==> src/design/sbcc_pkg.sv <==
// shared types and constants for the segment box collision checker
// no dependencies; imported by every other design file
`default_nettype none

package sbcc_pkg;

  localparam int COORD_BITS        = 24;
  localparam int MAX_DIMS          = 3;
  localparam int DEF_MAX_OBSTACLES = 64;
  localparam int SIZE_W            = 23;
  localparam int STEP_W            = 23;
  localparam int CFG_W             = 23;
  localparam int CFG_IDX_W         = 3;
  localparam int CMD_W             = 2;
  localparam int SLOT_W            = 6;
  localparam int DIM_W             = 2;
  localparam int EXTRA_FRAC        = 16;
  localparam int OUT_LEN_W         = 25;

  localparam int AD_W        = COORD_BITS + 1;
  localparam int PROD_W      = 2 * AD_W;
  localparam int SUM_W       = PROD_W + 2;
  localparam int SQRT_STEPS  = SUM_W / 2;
  localparam int LEN_W       = SUM_W / 2;
  localparam int DVD_W       = AD_W + STEP_W + EXTRA_FRAC;
  localparam int MAG_W       = STEP_W + EXTRA_FRAC + 1;
  localparam int DVS_W       = MAG_W + 1;
  localparam int BND_W       = COORD_BITS + EXTRA_FRAC + 4;
  localparam int K_W         = BND_W + 2;

  typedef enum logic [CMD_W-1:0] {
    CMD_CLEAR = 2'd0,
    CMD_LOAD  = 2'd1,
    CMD_CHECK = 2'd2
  } cmd_t;

  typedef enum logic [CFG_IDX_W-1:0] {
    REG_DIMS    = 3'd0,
    REG_ROBOT_X = 3'd1,
    REG_ROBOT_Y = 3'd2,
    REG_ROBOT_Z = 3'd3,
    REG_STEP    = 3'd4
  } reg_t;

  typedef struct packed {
    logic             accept;
    logic             clear;
    logic             load;
    logic             sq_mul;
    logic             sq_acc;
    logic             sqrt_init;
    logic             sqrt_step;
    logic             ndiv_start;
    logic             n_store;
    logic             imul;
    logic             idiv_start;
    logic             mag_store;
    logic             mem_rd;
    logic             walk_init;
    logic             walk_prep;
    logic             lo_start;
    logic             lo_store;
    logic             hi_start;
    logic             hi_store;
    logic             finish;
    logic             hit;
    logic [DIM_W-1:0] dim;
  } sbcc_ctl_t;

  typedef struct packed {
    logic [DIM_W-1:0] dims;
    logic             len_zero;
    logic             n_zero;
    logic             div_done;
    logic             obs_valid;
    logic             m_zero;
    logic             outside;
    logic             lo_gt_hi;
    logic             point_hit;
  } sbcc_sts_t;

endpackage

`default_nettype wire

==> src/design/sbcc_ctrl.sv <==
// sequencer for clear, load and segment check
// depends on sbcc_pkg for command and status structs
`default_nettype none

module sbcc_ctrl
  import sbcc_pkg::*;
#(
  parameter int MAX_OBSTACLES = DEF_MAX_OBSTACLES,
  localparam int IDX_W = (MAX_OBSTACLES > 1) ? $clog2(MAX_OBSTACLES) : 1
) (
  input  wire logic             clk,
  input  wire logic             rst,
  input  wire logic             start,
  input  wire logic [CMD_W-1:0] cmd,
  input  wire sbcc_sts_t        sts,
  output logic                  busy,
  output logic                  done,
  output sbcc_ctl_t             ctl,
  output logic [IDX_W-1:0]      obs_idx
);

  localparam int CNT_W = $clog2(SQRT_STEPS);

  typedef enum logic [4:0] {
    IDLE, SQ_MUL, SQ_ACC, SQRT_INIT, SQRT_RUN, N_DIV, N_WAIT,
    I_MUL, I_DIV, I_WAIT, OBS_CHK, OBS_LOAD, W_PREP, W_LO, W_LO_WAIT,
    W_HI, W_HI_WAIT, W_CHK, PT_CHK, FIN
  } state_t;

  state_t           state;
  logic [DIM_W-1:0] dim;
  logic [CNT_W-1:0] cnt;
  logic             hit;
  logic             last_dim;
  logic             last_obs;
  logic             go;

  assign last_dim = dim == sts.dims - DIM_W'(1);
  assign last_obs = obs_idx == IDX_W'(MAX_OBSTACLES - 1);
  assign go       = start && !busy;

  always_comb begin
    ctl     = '0;
    ctl.dim = dim;
    ctl.hit = hit;
    unique case (state)
      IDLE: begin
        if (go) begin
          case (cmd)
            CMD_CLEAR: ctl.clear  = 1'b1;
            CMD_LOAD:  ctl.load   = 1'b1;
            CMD_CHECK: ctl.accept = 1'b1;
            default:   ;
          endcase
        end
      end
      SQ_MUL:    ctl.sq_mul     = 1'b1;
      SQ_ACC:    ctl.sq_acc     = 1'b1;
      SQRT_INIT: ctl.sqrt_init  = 1'b1;
      SQRT_RUN:  ctl.sqrt_step  = 1'b1;
      N_DIV:     ctl.ndiv_start = !sts.len_zero;
      N_WAIT:    ctl.n_store    = sts.div_done;
      I_MUL:     ctl.imul       = 1'b1;
      I_DIV:     ctl.idiv_start = 1'b1;
      I_WAIT:    ctl.mag_store  = sts.div_done;
      OBS_CHK:   ctl.mem_rd     = sts.obs_valid;
      OBS_LOAD:  ctl.walk_init  = 1'b1;
      W_PREP:    ctl.walk_prep  = 1'b1;
      W_LO:      ctl.lo_start   = 1'b1;
      W_LO_WAIT: ctl.lo_store   = sts.div_done;
      W_HI:      ctl.hi_start   = 1'b1;
      W_HI_WAIT: ctl.hi_store   = sts.div_done;
      W_CHK:     ;
      PT_CHK:    ;
      FIN:       ctl.finish     = 1'b1;
      default:   ;
    endcase
  end

  always_ff @(posedge clk) begin
    if (rst) begin
      state   <= IDLE;
      busy    <= 1'b0;
      done    <= 1'b0;
      dim     <= '0;
      cnt     <= '0;
      hit     <= 1'b0;
      obs_idx <= '0;
    end else begin
      done <= 1'b0;
      unique case (state)
        IDLE: begin
          if (go && cmd == CMD_CHECK) begin
            state <= SQ_MUL;
            busy  <= 1'b1;
            dim   <= '0;
            hit   <= 1'b0;
          end
        end
        SQ_MUL: state <= SQ_ACC;
        SQ_ACC: begin
          if (last_dim) begin
            state <= SQRT_INIT;
          end else begin
            dim   <= dim + 1'b1;
            state <= SQ_MUL;
          end
        end
        SQRT_INIT: begin
          cnt   <= '0;
          state <= SQRT_RUN;
        end
        SQRT_RUN: begin
          cnt <= cnt + 1'b1;
          if (cnt == CNT_W'(SQRT_STEPS - 1)) state <= N_DIV;
        end
        N_DIV: begin
          obs_idx <= '0;
          state   <= sts.len_zero ? OBS_CHK : N_WAIT;
        end
        N_WAIT: begin
          if (sts.div_done) begin
            dim   <= '0;
            state <= I_MUL;
          end
        end
        I_MUL: state <= I_DIV;
        I_DIV: state <= I_WAIT;
        I_WAIT: begin
          if (sts.div_done) begin
            if (last_dim) begin
              obs_idx <= '0;
              state   <= OBS_CHK;
            end else begin
              dim   <= dim + 1'b1;
              state <= I_MUL;
            end
          end
        end
        OBS_CHK: begin
          if (sts.obs_valid) begin
            state <= OBS_LOAD;
          end else if (last_obs) begin
            state <= FIN;
          end else begin
            obs_idx <= obs_idx + 1'b1;
          end
        end
        OBS_LOAD: begin
          dim   <= '0;
          state <= sts.n_zero ? PT_CHK : W_PREP;
        end
        W_PREP: begin
          if (!sts.m_zero) begin
            state <= W_LO;
          end else if (sts.outside) begin
            state <= PT_CHK;
          end else if (last_dim) begin
            hit   <= 1'b1;
            state <= FIN;
          end else begin
            dim <= dim + 1'b1;
          end
        end
        W_LO: state <= W_LO_WAIT;
        W_LO_WAIT: if (sts.div_done) state <= W_HI;
        W_HI: state <= W_HI_WAIT;
        W_HI_WAIT: if (sts.div_done) state <= W_CHK;
        W_CHK: begin
          if (sts.lo_gt_hi) begin
            state <= PT_CHK;
          end else if (last_dim) begin
            hit   <= 1'b1;
            state <= FIN;
          end else begin
            dim   <= dim + 1'b1;
            state <= W_PREP;
          end
        end
        PT_CHK: begin
          if (sts.point_hit) begin
            hit   <= 1'b1;
            state <= FIN;
          end else if (last_obs) begin
            state <= FIN;
          end else begin
            obs_idx <= obs_idx + 1'b1;
            state   <= OBS_CHK;
          end
        end
        FIN: begin
          done  <= 1'b1;
          busy  <= 1'b0;
          state <= IDLE;
        end
        default: state <= IDLE;
      endcase
    end
  end

endmodule

`default_nettype wire

==> config.mk <==
export PLATFORM = sky130hd
export DESIGN_NAME = sbcc_ctrl
export DESIGN_NICKNAME = d
export VERILOG_FILES = /design/src/design/sbcc_pkg.sv /design/src/design/sbcc_ctrl.sv
export SDC_FILE = /design/constraint.sdc
export NUM_CORES = 1
export LEC_CHECK = 0
export ABC_AREA = 0
export BUFFER_PORTS_ARGS = -buffer_cell sky130_fd_sc_hd__buf_4
export CAP_MARGIN = 20
export CORE_MARGIN = 5
export CORE_UTILIZATION = 54
export DETAILED_ROUTE_END_ITERATION = 12
export PLACE_DENSITY = 0.88
export SYNTH_ARGS = -nofsm -noshare
export SYNTH_HDL_FRONTEND = slang
export SYNTH_SLANG_ARGS = --single-unit
==> constraint.sdc <==
create_clock -name clk -period 3.2 [get_ports clk]
set_clock_uncertainty 0.2 [all_clocks]
set_input_delay 0.48 -clock clk [delete_from_list [all_inputs] [get_ports clk]]
set_output_delay 0.48 -clock clk [all_outputs]
set_load 0.05 [all_outputs]
Word level (Yosys, flattened, before mapping) --
Index checks and enable logic that the tools add are counted.
Cells by class: add/sub/neg operators 4, eq/ne operators 39, multiplexer cells 66, reduce and logical (&&, ||, !) cells 16
Operators by type and width (number):
- $pmux W5 S19 | 1
- $mux W5 | 16
- $eq A5 B4 Y1 const B | 8
- $mux W6 | 5
- $mux W1 | 27
- $ne A2 B2 Y1 const B | 13
- $eq A5 B5 Y1 const B | 5
- $pmux W6 S4 | 1
- $eq A5 B3 Y1 const B | 4
- $mux W2 | 8
- $pmux W2 S7 | 1
- $eq A5 B2 Y1 const B | 2
- $pmux W5 S2 | 1
- $mux W4 | 2
- $reduce_and A8 Y1 | 1
- $reduce_bool A4 Y1 | 2
- $reduce_and A7 Y1 | 1
- $reduce_bool A7 Y1 | 1
- $add A6 B1 Y6 const B | 1
- $eq A6 B6 Y1 const B | 1
- $mux W3 | 2
- $reduce_and A6 Y1 | 1
- $add A5 B1 Y5 const B | 1
- $eq A5 B1 Y1 const B | 1
- other kinds (16) | 19
Storage, ports and cells: bits in registers 21, output and inout bits 31, logic and storage cells 132

Logic depth before layout (Yosys ltp) --
Gate-level depths: netlist (run 1).
word-level depth 6, depth in mapped cells 10, mapped depth without buffers 7

Worst setup path before layout (run 1) --
No wires, ideal clock.
kind reg-to-output, start register state[0], end output ctl[20] in the netlist's numbering, data arrival time 2.585 ns, slack -0.065 ns, stages on the path, launching flop included 5, buffers on the path 1, cell sequence dfxtp_1 buf_2 nor3_1 nand2_1 nor4b_1
RTL lines:
- start: declaration | RTL line sbcc_ctrl.sv:30 | state_t state;
- start signal: assignment | RTL line sbcc_ctrl.sv:119 | state <= sts.len_zero ? OBS_CHK : N_WAIT;
- start signal: assignment | RTL line sbcc_ctrl.sv:151 | state <= sts.n_zero ? PT_CHK : W_PREP;
- end: declaration | RTL line sbcc_ctrl.sv:18 | output sbcc_ctl_t ctl,

==> flow_metrics.env, run 1 <==
export IMPL_rsz0062_at_grt="false"
export IMPL_worstSetupPathType="reg -> out"
export IMPL_cp_depth=4
export IMPL_crit_path_start="state[1]"
export IMPL_crit_chain="nand2b_1 -> nor2_1 -> and2_1 -> buf_4"
export IMPL_multiInputGateArea_mm2=0.00128
export IMPL_status="complete, no violations"
export IMPL_max_slew_worst_pin_slew_ns=0.817
export IMPL_clock_sinks=21
export IMPL_grt_overflow_total=0
export IMPL_max_cap_viol_count=0
export IMPL_yosysMostFrequentCell="nor2_1"
export IMPL_fin_ws_ns=0.348
export IMPL_drcViolationCount=0
export IMPL_diodes=0
export IMPL_holdPathStages=2
export IMPL_vias=2016
export IMPL_core_area_mm2=0.00331
export IMPL_cts_repair_resized=0
export IMPL_ant_nets=0
export IMPL_synth_warnings=0
export IMPL_clkLatencyLatePin_ns=0.31
export IMPL_synth_edff_count=0
export IMPL_grt_max_degree=28
export IMPL_worst_path_max_fanout=27
export IMPL_grt_util_all_layers_pct=24.1
export IMPL_post_cts_buffers=0
export IMPL_synthCells=247
export IMPL_relSlewSlack_pct=45.5
export IMPL_cts_buffers_inserted=3
export IMPL_start_kind="flip-flop"
export IMPL_synth_yosys_seq_area_share_pct=22.9
export IMPL_tns_ns=0
export IMPL_endpoint_kind="primary output"
export IMPL_wl_per_cell_um=15.7
export IMPL_first_pass_iters=5
export IMPL_r2r_cells=6
export IMPL_drv_slew=0
export IMPL_finalSetupViolations=0
export IMPL_ys_top_cells_by_area="dfxtp_1 23%, nor2_1 6.5%, a21oi_1 5.2%, nand2b_1 3.7%, nand3_1 3.0%"
export IMPL_p_leak_uw=0.000871
export IMPL_wl_um=5170
export IMPL_antenna_found_initial=0
export IMPL_drive_gt1_share_pct=23.0
export IMPL_hold_class="in -> reg"
export IMPL_dieHeight_um=68.3
export IMPL_clockRootBuffer="clkbuf_4"
export IMPL_viasPerCell=6.13
export IMPL_tritoncts="done"
export IMPL_num_io_pins=46
export IMPL_syn_area_mm2=0.00184
export IMPL_postCtsHoldBufs=0
export IMPL_crit_family="flip-flops"
export IMPL_fillers=317
export IMPL_grt_pass1_wl_um=8650
export IMPL_ctsLongestPathBuffers=2
export IMPL_post_dp_hpwl_um=3930
export IMPL_cp_endpoint="ctl[10]"
export IMPL_slowest_stage="dfxtp_1"
export IMPL_drtIter0Drc=180
export IMPL_area_delta_synth_final_pct=19.5
export IMPL_synth_avg_cell_area_um2=7.43
export IMPL_htree_levels=1
export IMPL_synth_seq_cells=21
export IMPL_finish_utilization_pct=66.3
export IMPL_path_clk_slew_ns=0.11
export IMPL_max_stage_delay_ns=0.87
export IMPL_dp_slack_ns=0.432
export IMPL_synth_fp_nets=265
export IMPL_power_density_mw_per_mm2=235
export IMPL_numPortBuffers=45
export IMPL_ir_drop_mv=0.240
export IMPL_synth_top_area_share_pct=22.9
export IMPL_layout_nets=302
export IMPL_reg2reg_setup_slack_ns=0.39
export IMPL_worst_ep_arrival_time_ns=2.17
export IMPL_min_period_ns=2.85
export IMPL_clock_fmax_mhz=351
export IMPL_r2r_end="dim[1]"
export IMPL_dieArea_mm2=0.00466
export IMPL_die_x_um=68.3
export IMPL_regArea_um2=420
export IMPL_rows=21
export IMPL_synth_common_cells="32 x nor2_1, 21 x dfxtp_1, 19 x a21oi_1"
export IMPL_synth_ff_type="dfxtp_1"
export IMPL_synthDistinctLibCells=66
export IMPL_cp_required_ns=2.52
export IMPL_yosysTopAreaCell="dfxtp_1"
export IMPL_crit_buf_inv=1
export IMPL_min_period_over_period_pct=89.1
export IMPL_gp_congestion=0.925
export IMPL_grt_pass1_vias=1848
export IMPL_reg2reg_from="state[1]"
export IMPL_synthArstFlopShare_pct=0
export IMPL_hold_viol_final=0
export IMPL_start_util_pct=55.4
-- power by group --
part / internal [uW] / switching (uW)
clock network: 48.8 / 83.7
logic: 45.2 / 67.5
registers: 264 / 6.78
-- area by class of cell --
cell class	count	share of cell area (%)
multi-input cells	200	58.2
well taps	46	2.62
clock buffers	4	1.20
repair buffers	52	17.8
inverters	6	1.03
flip-flops and latches	21	19.2
-- flip-flops by register name, summed over array words and instances (netlist names) --
register  count
obs_idx       6
cnt           5
state         5
dim           2
busy          1
done          1
hit           1
-- cell usage in the layout (no fill, tap or decap), types with 4 or more instances in the layout --
cell      Yosys  final
or3_1         4      4
inv_1         6      6
a211oi_1      4      4
or4_1         4      4
nand2_1      13     13
buf_4         5     52
nor2b_1       7      7
a21oi_1      19     19
o21ai_0       9      9
nand3_1      11     11
o22ai_1       4      4
nand2b_1     11     11
dfxtp_1      21     21
nor3_1        9      9
nor2_1       32     32
nor4_1        5      5
-- worst min-delay path by stage --
stage | start | endpoint
CTS | sts[5] | state[0]
floorplan | cnt[4] | cnt[4]
finish | sts[5] | state[0]
global placement | cnt[4] | cnt[4]
detailed placement | cnt[4] | cnt[4]
global route | sts[5] | state[0]
-- routing by layer --
layer  vias up  share of wire (%)  wire, um  GRT usage, %
met1       916                 43      2210          31.4
li1        993                  -         -             -
met5         -                  0         0             0
met3         7                7.4       380          4.60
met4         0                1.2        63          6.70
met2       100                 49      2520          40.4
-- metrics by stage --
stage	total power (uW)	area, um2	hold WS, ns	cells
after detailed placement	387	2170	0.252	325
after global routing	541	2190	0.215	329
after global placement	387	2170	0.245	325
after CTS	519	2190	0.227	329
final	515	2190	0.243	329
after floorplan	344	1840	0.229	247
-- logic make-up (layout without fill, tap and decap cells) --
kind of cell | Yosys count | count (layout) | synth area share, %
and+or+nand+nor | 123 | 123 | 37.8
muxes | 3 | 3 | 2.39
xor gates and xnor gates | 4 | 4 | 2.32
DFF | 21 | 21 | 22.9
AOI/OAI and AO/OA | 67 | 67 | 24.7
adders and majority gates | 3 | 3 | 2.05
buffers and inverters | 26 | 62 | 7.91
(Power assumes the default switching activity.)
==> run 2, diff against run 1 <==
- CORE_UTILIZATION: 54 -> 55
- CTS_BUF_LIST: default -> sky130_fd_sc_hd__clkbuf_2 sky130_fd_sc_hd__clkbuf_4 sky130_fd_sc_hd__clkbuf_8
- PLACE_DENSITY: 0.88 -> 0.89
==> flow_metrics.env, run 2 (synthesis results as in run 1) <==
export IMPL_fillers=280
export IMPL_p_leak_uw=0.000867
export IMPL_finalSetupViolations=0
export IMPL_clock_fmax_mhz=357
export IMPL_wl_um=4950
export IMPL_cts_buffers_inserted=3
export IMPL_status="complete, no violations"
export IMPL_diodes=0
export IMPL_whs_ns=0.232
export IMPL_wl_per_cell_um=15.1
export IMPL_post_cts_buffers=0
export IMPL_power_density_mw_per_mm2=237
export IMPL_gp_congestion=1.00
export IMPL_tritoncts="done"
export IMPL_ir_drop_mv=0.219
export IMPL_postCtsHoldBufs=0
export IMPL_drv_slew=0
export IMPL_hold_start="sts[5]"
export IMPL_grt_max_degree=25
export IMPL_largestRegisters="obs_idx (6), cnt (5), state (5)"
export IMPL_crit_path_start="state[3]"
export IMPL_rows=21
export IMPL_clockRootBuffer="clkbuf_4"
export IMPL_start_util_pct=55.9
export IMPL_area_delta_synth_final_pct=19.2
export IMPL_regArea_um2=420
export IMPL_reg2reg_from="state[4]"
export IMPL_path_clk_slew_ns=0.14
export IMPL_num_io_pins=46
export IMPL_final_common_cell="buf_4"
export IMPL_final_cell_mix="51 x buf_4, 32 x nor2_1, 21 x dfxtp_1"
export IMPL_cp_required_ns=2.52
export IMPL_dieHeight_um=67.8
export IMPL_worst_ep_arrival_time_ns=2.12
export IMPL_grt_pass1_vias=1814
export IMPL_dieArea_mm2=0.00459
export IMPL_multiInputGateArea_mm2=0.00128
export IMPL_grt_overflow_total=0
export IMPL_endpoint_kind="primary output"
export IMPL_top_register="obs_idx"
export IMPL_htree_levels=1
export IMPL_viasPerCell=6.16
export IMPL_core_area_mm2=0.00328
export IMPL_tns_ns=0
export IMPL_grt_util_all_layers_pct=23.7
export IMPL_cts_repair_resized=0
export IMPL_first_pass_iters=4
export IMPL_relSlewSlack_pct=51.5
export IMPL_largest_reg_flops=6
export IMPL_drive_gt1_share_pct=23.0
export IMPL_hold_class="in -> reg"
export IMPL_antenna_found_initial=0
export IMPL_drtIter0Drc=158
export IMPL_start_kind="flip-flop"
export IMPL_worst_path_max_fanout=19
export IMPL_post_dp_hpwl_um=3780
export IMPL_clkLatencyLatePin_ns=0.32
export IMPL_rsz0062_at_grt="false"
export IMPL_drcViolationCount=0
export IMPL_grt_pass1_wl_um=8470
export IMPL_clock_sinks=21
export IMPL_ctsLongestPathBuffers=2
export IMPL_max_cap_viol_count=0
export IMPL_min_period_over_period_pct=87.5
export IMPL_numPortBuffers=45
export IMPL_worstSetupPathType="reg -> out"
export IMPL_vias=2021
export IMPL_ant_nets=0
export IMPL_hold_viol_final=0
export IMPL_die_x_um=67.8
export IMPL_layout_nets=301
export IMPL_max_slew_worst_pin_slew_ns=0.726
export IMPL_min_period_ns=2.80
## run 2: cell count changes in the layout (fill, tap and decap cells not counted), sizes merged
cell and delta:
clkbuf -1, clkinv +1, buf -1
## run 2: metrics by stage
stage | cells | power, uW | instance area (um2) | worst slack (ns) | utilization (%)
global placement | 324 | 385 | 2160 | 0.548 | 65.8
CTS | 328 | 522 | 2190 | 0.423 | 66.6
finish | 328 | 519 | 2190 | 0.400 | 66.6
detailed placement | 324 | 387 | 2160 | 0.488 | 65.8
floorplan | 247 | 344 | 1840 | 0.0725 | -
global route | 328 | 547 | 2190 | 0.224 | 66.6
## run 2: worst paths after layout
check | endpoint | slack, ns | depth (start not counted)
worst max register to register | dim[1] | 0.43 | 6
worst min register to register | cnt[4] | 0.28 | 1
worst max-delay path | ctl[10] | 0.40 | 4
worst min-delay path | state[0] | 0.23 | 2
## run 2: cell type report
cell class                 instances  area share [%]
inverter                           6            1.03
clock buffer                       3            1.03
timing repair buffer              51            17.5
sequential                        21            19.2
multi-input combinational        200            58.4
tap                               46            2.63
clock inverter                     1           0.229
## run 2: where the power goes
group | total, uW | internal [uW] | switching, uW
Combinational | 111 | 44.9 | 65.6
Sequential | 272 | 264 | 8.76
Clock | 136 | 46.8 | 88.9
Total | 519 | 355 | 163
## run 2: layer usage
layer | global-route usage, % | wire length [um]
met3 | 3.66 | 369
met4 | 5.46 | 53
met1 | 32.2 | 2130
met5 | 0 | 0
met2 | 39.2 | 2400
## run 2: critical path: stages, from the launching register on
cell and delay [ns]:
dfxtp_1 0.71, or3b_1 0.52, nor2_1 0.22, and2_1 0.15
buf_4 0.19
==> run 3, diff against run 2 <==
- BUFFER_PORTS_ARGS: -buffer_cell sky130_fd_sc_hd__buf_4 -> -buffer_cell sky130_fd_sc_hd__buf_2
- PLACE_DENSITY: 0.89 -> 0.82
==> flow_metrics.env, run 3 (synthesis results as in run 1) <==
export IMPL_crit_buf_inv=1
export IMPL_hold_class="reg -> reg"
export IMPL_slowest_stage="dfxtp_1"
export IMPL_dieArea_mm2=0.00459
export IMPL_first_pass_iters=4
export IMPL_p_leak_uw=0.000861
export IMPL_viasPerCell=6.07
export IMPL_max_slew_worst_pin_slew_ns=0.736
export IMPL_tritoncts="done"
export IMPL_core_area_mm2=0.00328
export IMPL_hold_end="cnt[4]"
export IMPL_relSlewSlack_pct=50.9
export IMPL_largest_reg_flops=6
export IMPL_place_area_mm2=0.00205
export IMPL_max_stage_delay_ns=0.66
export IMPL_endpoint_kind="primary output"
export IMPL_gp_congestion=0.942
export IMPL_tns_ns=0
export IMPL_min_period_over_period_pct=88.3
export IMPL_largestRegisters="obs_idx (6), cnt (5), state (5)"
export IMPL_post_cts_buffers=0
export IMPL_drcViolationCount=0
export IMPL_holdPathStages=1
export IMPL_die_x_um=67.8
export IMPL_hold_viol_final=0
export IMPL_top_register="obs_idx"
export IMPL_status="complete, no violations"
export IMPL_clock_fmax_mhz=354
export IMPL_worst_path_max_fanout=15
export IMPL_path_clk_slew_ns=0.12
export IMPL_start_util_pct=55.9
export IMPL_hold_start="cnt[4]"
export IMPL_grt_util_all_layers_pct=23.7
export IMPL_rows=21
export IMPL_min_period_ns=2.82
export IMPL_r2r_cells=6
export IMPL_finalSetupViolations=0
export IMPL_cp_required_ns=2.52
export IMPL_wl_um=4920
export IMPL_htree_levels=1
export IMPL_diodes=0
export IMPL_num_io_pins=46
export IMPL_r2r_end="dim[1]"
export IMPL_antenna_found_initial=0
export IMPL_clkLatencyLatePin_ns=0.31
export IMPL_worstSetupPathType="reg -> out"
export IMPL_dieHeight_um=67.8
export IMPL_postCtsHoldBufs=0
export IMPL_grt_max_degree=28
export IMPL_worst_ep_arrival_time_ns=2.14
export IMPL_post_dp_hpwl_um=3680
export IMPL_clockRootBuffer="clkbuf_4"
export IMPL_final_cell_mix="45 x buf_2, 32 x nor2_1, 20 x dfxtp_1"
export IMPL_ant_nets=0
export IMPL_clock_sinks=21
export IMPL_crit_family="simple AND/OR/NAND/NOR gates"
export IMPL_crit_chain="or3b_1 -> nor2_1 -> and2_1 -> buf_2"
export IMPL_grt_overflow_total=0
export IMPL_area_delta_synth_final_pct=13.2
export IMPL_power_density_mw_per_mm2=246
export IMPL_vias=1990
export IMPL_layout_nets=301
export IMPL_wl_per_cell_um=15.0
export IMPL_grt_pass1_vias=1825
export IMPL_final_common_cell="buf_2"
export IMPL_rsz0062_at_grt="false"
export IMPL_drtIter0Drc=169
export IMPL_max_cap_viol_count=0
export IMPL_drv_slew=0
export IMPL_grt_pass1_wl_um=8490
export IMPL_ctsLongestPathBuffers=2
export IMPL_reg2reg_setup_slack_ns=0.40
export IMPL_drive_gt1_share_pct=23.4
export IMPL_stdcell_area_mm2=0.00208
export IMPL_ir_drop_mv=0.259
export IMPL_numPortBuffers=45
export IMPL_cts_buffers_inserted=3
export IMPL_start_kind="flip-flop"
export IMPL_reg2reg_from="state[4]"
## run 3: cell types whose count changed in the layout (fill, tap and decap cells not counted), sizes merged
cell	change
clkinv	-1
clkbuf	+1
## run 3: worst max-delay path by stage
stage | startpoint | to | cells after the start
final | state[3] | ctl[10] | 4
after global routing | state[0] | ctl[20] | 5
after CTS | state[1] | ctl[10] | 4
after detailed placement | state[1] | dim[1] | 6
after global placement | state[1] | dim[1] | 6
after floorplan | state[0] | ctl[21] | 4
## run 3: power breakdown
group	internal (uW)	switching (uW)	leakage, uW
registers	264	7.21	0.000170
logic	36.8	66.5	0.000673
clock network	57.1	79.2	0.0000184
total	358	153	0.000861
## run 3: layout make-up
| cell class | count | area (um2) |
|---|---|---|
| tap | 46 | 57.6 |
| multi-input combinational | 200 | 1280 |
| sequential | 21 | 422 |
| inverter | 6 | 22.5 |
| timing repair buffer | 51 | 270 |
| clock buffer | 4 | 30.0 |
| fill | 313 | 1210 |
## run 3: metal layers
metal  GRT usage [%]  wire [um]  share of wire [%]
met1            32.2       2240                 46
met2            36.6       2260                 46
met3            6.16        348                7.1
met4            7.20         71                1.4
met5               0          0                  0
## run 3: what timing repair did
item | 4_1_cts | 5_1_grt
resized for setup | 0 | 1
setup endpoints to repair | 0 | 1
endpoints found under the hold margin | 0 | 0
## run 3: metrics by stage
stage	cells	power (uW)	setup slack (ns)	hold slack [ns]	utilization, %
floorplan	247	344	0.0725	0.229	-
global placement	324	378	0.492	0.247	62.3
detailed placement	324	379	0.438	0.252	62.3
CTS	328	514	0.259	0.275	63.2
global route	328	544	0.133	0.287	63.3
finish	328	510	0.376	0.278	63.3
